<file path="src/rtl/core/cpof_pkg.sv">
// Package for the command packet FIFO: entry type, codes and packet unpacking.
`timescale 1ns / 1ps

package cpof_pkg;

    // Default ring depth
    localparam int CPOF_DEPTH = 16;

    // Width of the reported fill count
    localparam int FILL_W = 5;

    // Operation codes on the cmd input
    localparam logic CMD_PUSH = 1'b0;
    localparam logic CMD_POP  = 1'b1;

    // One stored entry, unpacked from an 11-byte packet
    typedef struct packed {
        logic [7:0]         seq;
        logic [2:0]         sensor;
        logic [4:0]         command;
        logic [7:0]         inst_num;
        logic signed [15:0] value_one;
        logic signed [15:0] value_two;
        logic signed [15:0] value_three;
        logic signed [15:0] value_four;
    } entry_t;

    // Split the kind byte and join little-endian value bytes
    function automatic entry_t unpack_packet(
        input logic [7:0] seq_byte,
        input logic [7:0] kind_byte,
        input logic [7:0] instance_byte,
        input logic [7:0] first_low,
        input logic [7:0] first_high,
        input logic [7:0] second_low,
        input logic [7:0] second_high,
        input logic [7:0] third_low,
        input logic [7:0] third_high,
        input logic [7:0] fourth_low,
        input logic [7:0] fourth_high
    );
        entry_t e;
        e.seq         = seq_byte;
        e.sensor      = kind_byte[7:5];
        e.command     = kind_byte[4:0];
        e.inst_num    = instance_byte;
        e.value_one   = signed'({first_high, first_low});
        e.value_two   = signed'({second_high, second_low});
        e.value_three = signed'({third_high, third_low});
        e.value_four  = signed'({fourth_high, fourth_low});
        return e;
    endfunction

endpackage

</file>
<file path="src/rtl/core/command_packet_overwrite_fifo.sv">
// Top level of the overwriting command packet FIFO.
// A result is registered: it becomes valid in the cycle after its item is accepted.
// Throughput: one push or pop per cycle while the consumer keeps out_ready high; the output
// register lets a new item in while the previous result is taken in the same cycle.
// Reset clears the ring pointers, the fill count and the output valid; the entry
// storage is not cleared, since a slot is only read after it has been written.
`timescale 1ns / 1ps

module command_packet_overwrite_fifo
    import cpof_pkg::*;
#(
    parameter int DEPTH = CPOF_DEPTH
)
(
    input  logic               clk,
    input  logic               rst_n,

    input  logic               in_valid,
    output logic               in_ready,
    input  logic               cmd,
    input  logic [7:0]         seq_byte,
    input  logic [7:0]         kind_byte,
    input  logic [7:0]         instance_byte,
    input  logic [7:0]         first_low,
    input  logic [7:0]         first_high,
    input  logic [7:0]         second_low,
    input  logic [7:0]         second_high,
    input  logic [7:0]         third_low,
    input  logic [7:0]         third_high,
    input  logic [7:0]         fourth_low,
    input  logic [7:0]         fourth_high,

    output logic               out_valid,
    input  logic               out_ready,
    output logic               pop_ok,
    output logic               overwrote,
    output logic [7:0]         seq_out,
    output logic [2:0]         sensor_type,
    output logic [4:0]         command_code,
    output logic [7:0]         instance_out,
    output logic signed [15:0] value_one,
    output logic signed [15:0] value_two,
    output logic signed [15:0] value_three,
    output logic signed [15:0] value_four,
    output logic [4:0]         fill_count
);

    // Slot index and count widths follow the ring depth
    localparam int AW = (DEPTH > 1) ? $clog2(DEPTH) : 1;
    localparam int CW = $clog2(DEPTH + 1);
    localparam logic [AW-1:0] LAST_SLOT = AW'(DEPTH - 1);
    localparam logic [CW-1:0] FULL_COUNT = CW'(DEPTH);

    // Ring control state
    logic [AW-1:0]     wr_idx_reg, wr_idx_next;
    logic [AW-1:0]     rd_idx_reg, rd_idx_next;
    logic [CW-1:0]     count_reg, count_next;

    // Result register; the popped entry sits in the storage read register
    logic              out_valid_reg;
    logic              pop_ok_reg;
    logic              overwrote_reg;
    logic [FILL_W-1:0] fill_reg;

    logic              accept;
    logic              is_pop;
    logic              full;
    logic              empty;
    logic              wr_en;
    logic              rd_en;
    entry_t            wr_entry;
    entry_t            rd_entry;

    // Advance a slot index around the ring
    function automatic logic [AW-1:0] next_slot(input logic [AW-1:0] idx);
        return (idx == LAST_SLOT) ? '0 : idx + AW'(1);
    endfunction

    // Take a new item whenever the result register is empty or being drained
    assign in_ready = !out_valid_reg || out_ready;
    assign accept   = in_valid && in_ready;

    assign is_pop = (cmd == CMD_POP);
    assign full   = (count_reg == FULL_COUNT);
    assign empty  = (count_reg == '0);

    // A push always writes; a pop on an empty ring does nothing
    assign wr_en = accept && !is_pop;
    assign rd_en = accept && is_pop && !empty;

    assign wr_entry = unpack_packet(seq_byte, kind_byte, instance_byte,
                                    first_low, first_high, second_low, second_high,
                                    third_low, third_high, fourth_low, fourth_high);

    always_comb
    begin
        wr_idx_next = wr_idx_reg;
        rd_idx_next = rd_idx_reg;
        count_next  = count_reg;
        if (wr_en)
        begin
            wr_idx_next = next_slot(wr_idx_reg);
            if (full)
            begin
                // Drop the oldest entry: the new one takes its slot
                rd_idx_next = next_slot(rd_idx_reg);
            end
            else
            begin
                count_next = count_reg + CW'(1);
            end
        end
        else if (rd_en)
        begin
            rd_idx_next = next_slot(rd_idx_reg);
            count_next  = count_reg - CW'(1);
        end
    end

    always_ff @(posedge clk or negedge rst_n)
    begin
        if (!rst_n)
        begin
            wr_idx_reg <= '0;
            rd_idx_reg <= '0;
            count_reg  <= '0;
        end
        else
        begin
            wr_idx_reg <= wr_idx_next;
            rd_idx_reg <= rd_idx_next;
            count_reg  <= count_next;
        end
    end

    // Hold the result until the consumer takes it
    always_ff @(posedge clk or negedge rst_n)
    begin
        if (!rst_n)
        begin
            out_valid_reg <= 1'b0;
        end
        else if (accept)
        begin
            out_valid_reg <= 1'b1;
        end
        else if (out_ready)
        begin
            out_valid_reg <= 1'b0;
        end
    end

    always_ff @(posedge clk)
    begin
        if (accept)
        begin
            pop_ok_reg    <= rd_en;
            overwrote_reg <= wr_en && full;
            // Report the count masked to the port width
            fill_reg      <= FILL_W'(count_next);
        end
    end

    cpof_store #(
        .DEPTH (DEPTH),
        .AW    (AW)
    ) u_store (
        .clk     (clk),
        .wr_en   (wr_en),
        .wr_addr (wr_idx_reg),
        .wr_data (wr_entry),
        .rd_en   (rd_en),
        .rd_addr (rd_idx_reg),
        .rd_data (rd_entry)
    );

    // Zero the data fields of any result that is not a successful pop
    assign out_valid    = out_valid_reg;
    assign pop_ok       = pop_ok_reg;
    assign overwrote    = overwrote_reg;
    assign fill_count   = fill_reg;
    assign seq_out      = pop_ok_reg ? rd_entry.seq         : '0;
    assign sensor_type  = pop_ok_reg ? rd_entry.sensor      : '0;
    assign command_code = pop_ok_reg ? rd_entry.command     : '0;
    assign instance_out = pop_ok_reg ? rd_entry.inst_num    : '0;
    assign value_one    = pop_ok_reg ? rd_entry.value_one   : '0;
    assign value_two    = pop_ok_reg ? rd_entry.value_two   : '0;
    assign value_three  = pop_ok_reg ? rd_entry.value_three : '0;
    assign value_four   = pop_ok_reg ? rd_entry.value_four  : '0;

`ifndef SYNTHESIS
    // The count never goes past the ring depth
    a_count_bound: assert property (@(posedge clk) disable iff (!rst_n)
        count_reg <= FULL_COUNT)
        else $error("fill count exceeds depth");

    // A result is never both a successful pop and an overwrite
    a_flags_exclusive: assert property (@(posedge clk) disable iff (!rst_n)
        out_valid_reg |-> !(pop_ok_reg && overwrote_reg))
        else $error("pop_ok and overwrote both set");

    // A push into a full ring keeps it full and reports the drop
    a_full_push: assert property (@(posedge clk) disable iff (!rst_n)
        (accept && !is_pop && full) |=> (count_reg == FULL_COUNT) && overwrote_reg)
        else $error("full push did not overwrite");

    // A pop on an empty ring leaves the ring alone and fails
    a_empty_pop: assert property (@(posedge clk) disable iff (!rst_n)
        (accept && is_pop && empty) |=> !pop_ok_reg && (count_reg == '0)
            && $stable(rd_idx_reg) && $stable(wr_idx_reg))
        else $error("pop on empty ring changed state");
`endif

endmodule

</file>
<file path="src/rtl/core/cpof_store.sv">
// Entry storage for the command packet FIFO: one write port, one registered read port.
`timescale 1ns / 1ps

module cpof_store
    import cpof_pkg::*;
#(
    parameter int DEPTH = CPOF_DEPTH,
    parameter int AW    = (DEPTH > 1) ? $clog2(DEPTH) : 1
)
(
    input  logic          clk,
    input  logic          wr_en,
    input  logic [AW-1:0] wr_addr,
    input  entry_t        wr_data,
    input  logic          rd_en,
    input  logic [AW-1:0] rd_addr,
    output entry_t        rd_data
);

    entry_t mem [DEPTH];
    entry_t rd_data_reg;

    always_ff @(posedge clk)
    begin
        if (wr_en)
        begin
            mem[wr_addr] <= wr_data;
        end
    end

    always_ff @(posedge clk)
    begin
        if (rd_en)
        begin
            rd_data_reg <= mem[rd_addr];
        end
    end

    assign rd_data = rd_data_reg;

endmodule

</file>
<file path="config.mk">
export PLATFORM = sky130hd
export DESIGN_NAME = command_packet_overwrite_fifo
export DESIGN_NICKNAME = d
export VERILOG_FILES = /design/src/rtl/core/cpof_pkg.sv /design/src/rtl/core/command_packet_overwrite_fifo.sv /design/src/rtl/core/cpof_store.sv
export SDC_FILE = /design/constraint.sdc
export NUM_CORES = 1
export LEC_CHECK = 0
export ABC_AREA = 0
export BUFFER_PORTS_ARGS = -buffer_cell sky130_fd_sc_hd__clkbuf_2
export CORE_UTILIZATION = 40
export DETAILED_ROUTE_END_ITERATION = 10
export GPL_TIMING_DRIVEN = 0
export SYNTH_ARGS = -nofsm -noshare
export SYNTH_HDL_FRONTEND = slang
export SYNTH_HIERARCHICAL = 1
export SYNTH_SLANG_ARGS = --single-unit
</file>
<file path="constraint.sdc">
create_clock -name clk -period 17.6 [get_ports clk]
set_clock_uncertainty 0.1 [all_clocks]
set_input_delay 2.64 -clock clk [delete_from_list [all_inputs] [get_ports clk]]
set_output_delay 2.64 -clock clk [all_outputs]
set_load 0.02 [all_outputs]
</file>
==> metrics.md <==
| Metric | Value |
|---|---|
| Synth Instances | 2432 |
| Postcts setup bufs | 0 |
| Wl on met1 | 57000 um |
| Vias post-DR | 27100 |
| Syn Nets | 2529 |
| Post-detail-place hpwl | 90800 um |
| Die Footprint | 144000 um2 |
| Leakage power | 0.0212 uW |
| Non-Filler Instances | 4872 |
| Worst hold stages | 1 |
| Detailed-router iteration count before antenna repair | 5 |
| Worst R2R End | u_store/mem[15][77] |
| Initial Util | 0.405 |
| DRT iter0 DRCs | 2834 |
| Number of synthesized flops with an enable pin | 1503 |
| CTS Hold Bufs | 0 |
| Final Hold Viols | 0 |
| H-tree depth | 4 |
| Final instance area | 66500 um2 |
| Cell Count Post-Placement | 4598 |
| CTS clk-pin slew, worst paths | 0.06 ns |
| CP peak stage delay | 1.11 ns |
| Crit start category | flop |
| WL/cell | 28.7 um |
| Routability congestion estimate | 0.743 |
| Fin crit share | 0.388 |
| Tightest Hold Check Type | reg2reg |
| Die Wd | 379 um |
| Distinct cells, synth | 44 |
| Post-route ant nets | 0 |
| Register bit total from synthesis | 1517 |
| Drt drc | 0 |
| Arrival @ worst endpoint | 4.10 ns |
| Met3 routed WL | 11500 um |
| Max FFs per register | 1408 |
| Total Wirelength | 140000 um |
| Crit-path cells | clkbuf_1 > clkbuf_1 > and2_1 > clkbuf_2 |
| Ys flop type | edfxtp_1 |
| Worst R2R Setup Slack | 13.81 ns |
| Worst slew pin tran | 1.40 ns |
| Initial antenna violation count | 28 |
| Grt total ovfl | 0 |
| Yosys warning count | 6 |
| Asr flop ratio synth | 0.00923 |
| Area of the multi-input gates | 10800 um2 |
| WP data required | 14.86 ns |
| Most used cell, CP | clkbuf_1 |
| PostCTS Resize Cnt | 0 |
| I/O Buffers | 189 |
| Min Hold Slack | 0.471 ns |
| Final slew viol count | 0 |
| First-pass GRT wire length | 199000 um |
| DP Area | 61800 um2 |
| Metal2 WL | 68200 um |
| Skew-Pair Late Insertion Delay | 0.76 ns |
| CP max stage cell | edfxtp_1 |
| Rel. slew slack | 0.0629 |
| CP endpoint kind | primary output |
| CTS max path bufs | 3 |
| Mapped Area | 56800 um2 |
| Clock tree root driver cell | clkbuf_16 |
| Final setup fails | 0 |
| Nets | 2971 |
| IO Pins | 190 |
| Most common cell after layout, fill and taps aside | edfxtp_1 |
| Hold Path End | count_reg[3] |
| PD cells | 147 nW/um2 |
| Number of global-route vias before repair | 28300 |
| Fmax | 0.146 GHz |
| Status | finished, final reports clean |
| Via density | 5.56 |
| Register area | 45500 um2 |
| Post-synthesis sequential area ratio | 0.800 |
| Core Rows | 137 |
| Overall routing resource usage | 0.197 |
| Crit Path Max Fanout | 10 |
| Clock sink count | 1517 |
| RSZ-0062 raised after global routing | false |
| Top Layer Used | met5 |
| Core area | 140000 um2 |
| Number of CTS-inserted buffers | 150 |
| Layout area overhead | 17.0% |
| Layout cells sized above 1 | 0.308 |
| Worst vdd ir | 0.104 mV |
| DIE HEIGHT | 379 um |
| CTS tree | built |
| Hold Crit Start | count_reg[3] |
| Worst R2R Path Depth | 8 |
| Largest net degree at the start of global routing | 30 |
| WS Path Type | reg2out |
| Mean post-synth cell area | 23.4 um2 |
| Fill count | 11400 |
| Tmin final | 6.84 ns |
| R2R Path Start | out_valid |
| Most frequent cells in the layout | edfxtp_1 (1503), mux4_2 (352), clkbuf_2 (189), a22oi_1 (176), clkbuf_16 (155) |
| Max Cap Viol | 0 |
-- area by class of cell --
cell class	count	share of cell area
buffer	126	0.00971
timing repair buffer	290	0.0383
inverter	6	0.000339
clock buffer	191	0.0603
sequential	1517	0.684
clock inverter	75	0.00971
multi-input combinational	783	0.162
antenna	8	0.000301
tap	1876	0.0353
-- report_power, final --
| group | internal (uW) | leakage, uW | switching [uW] |
|---|---|---|---|
| Clock | 1740 | 0.00228 | 1310 |
| Combinational | 1050 | 0.00524 | 1410 |
| Sequential | 4210 | 0.0137 | 63.0 |
-- cell usage after synthesis (all sizes together) (4+ instances only) --
library cell,n,area share
inv,6,0.00040
clkbuf,55,0.0036
mux2,4,0.00079
nor2,16,0.0011
a21oi,4,0.00042
nor3,7,0.00062
edfxtp,1503,0.79
nand2,91,0.0060
ha,4,0.00088
a22oi,177,0.023
and2,90,0.0099
mux4,352,0.14
nand2b,4,0.00044
dfrtp,14,0.0062
buf,71,0.0077
xnor2,4,0.00062
-- metrics by stage --
| stage | setup TNS (ns) | worst slack [ns] | power (uW) | util |
|---|---|---|---|---|
| final | 0 | 10.76 | 9790 | 0.474 |
| after global routing | 0 | 10.48 | 10100 | 0.474 |
| after CTS | 0 | 10.56 | 9890 | 0.474 |
| after detailed placement | 0 | 11.40 | 6840 | 0.441 |
| after global placement | -283.10 | -1.07 | 6780 | 0.429 |
| after floorplan | 0 | 7.30 | 5970 | - |
-- critical path, delay by kind of cell (launching register included) --
family | cells | cell delay [ns]
flops | 1 | 1.11
simple gates | 1 | 0.41
buf+inv | 3 | 1.78
-- cell families (layout without fill, tap and decap cells) --
family | Yosys count | count (layout) | synth area share
and+or+nand+nor | 223 | 223 | 0.0200
AOI/OAI and AO/OA | 194 | 194 | 0.0256
xor gates and xnor gates | 4 | 4 | 0.000616
DFF | 1517 | 1517 | 0.800
muxes | 358 | 358 | 0.141
other | 0 | 8 | 0
buffers and inverters | 132 | 688 | 0.0118
adders and majority gates | 4 | 4 | 0.000881
-- worst max path at each step --
stage | startpoint | to | slack [ns] | cells after the start
6_report | pop_ok | value_four[0] | 10.76 | 4
4_1_cts | pop_ok | value_four[0] | 10.56 | 4
3_3_place_gp | cmd | u_store/mem[12][58] | -1.07 | 5
2_1_floorplan | cmd | u_store/mem[0][0] | 7.30 | 4
5_1_grt | pop_ok | value_four[0] | 10.48 | 4
3_5_place_dp | pop_ok | value_four[0] | 11.40 | 4
-- layer usage --
layer  up-vias  GRT usage
li1      11200          -
met1     14500      0.265
met2      1062      0.316
met3       214     0.0498
met4        30     0.0566
met5         -          0
No activity file was read; power rests on OpenSTA's default activity.
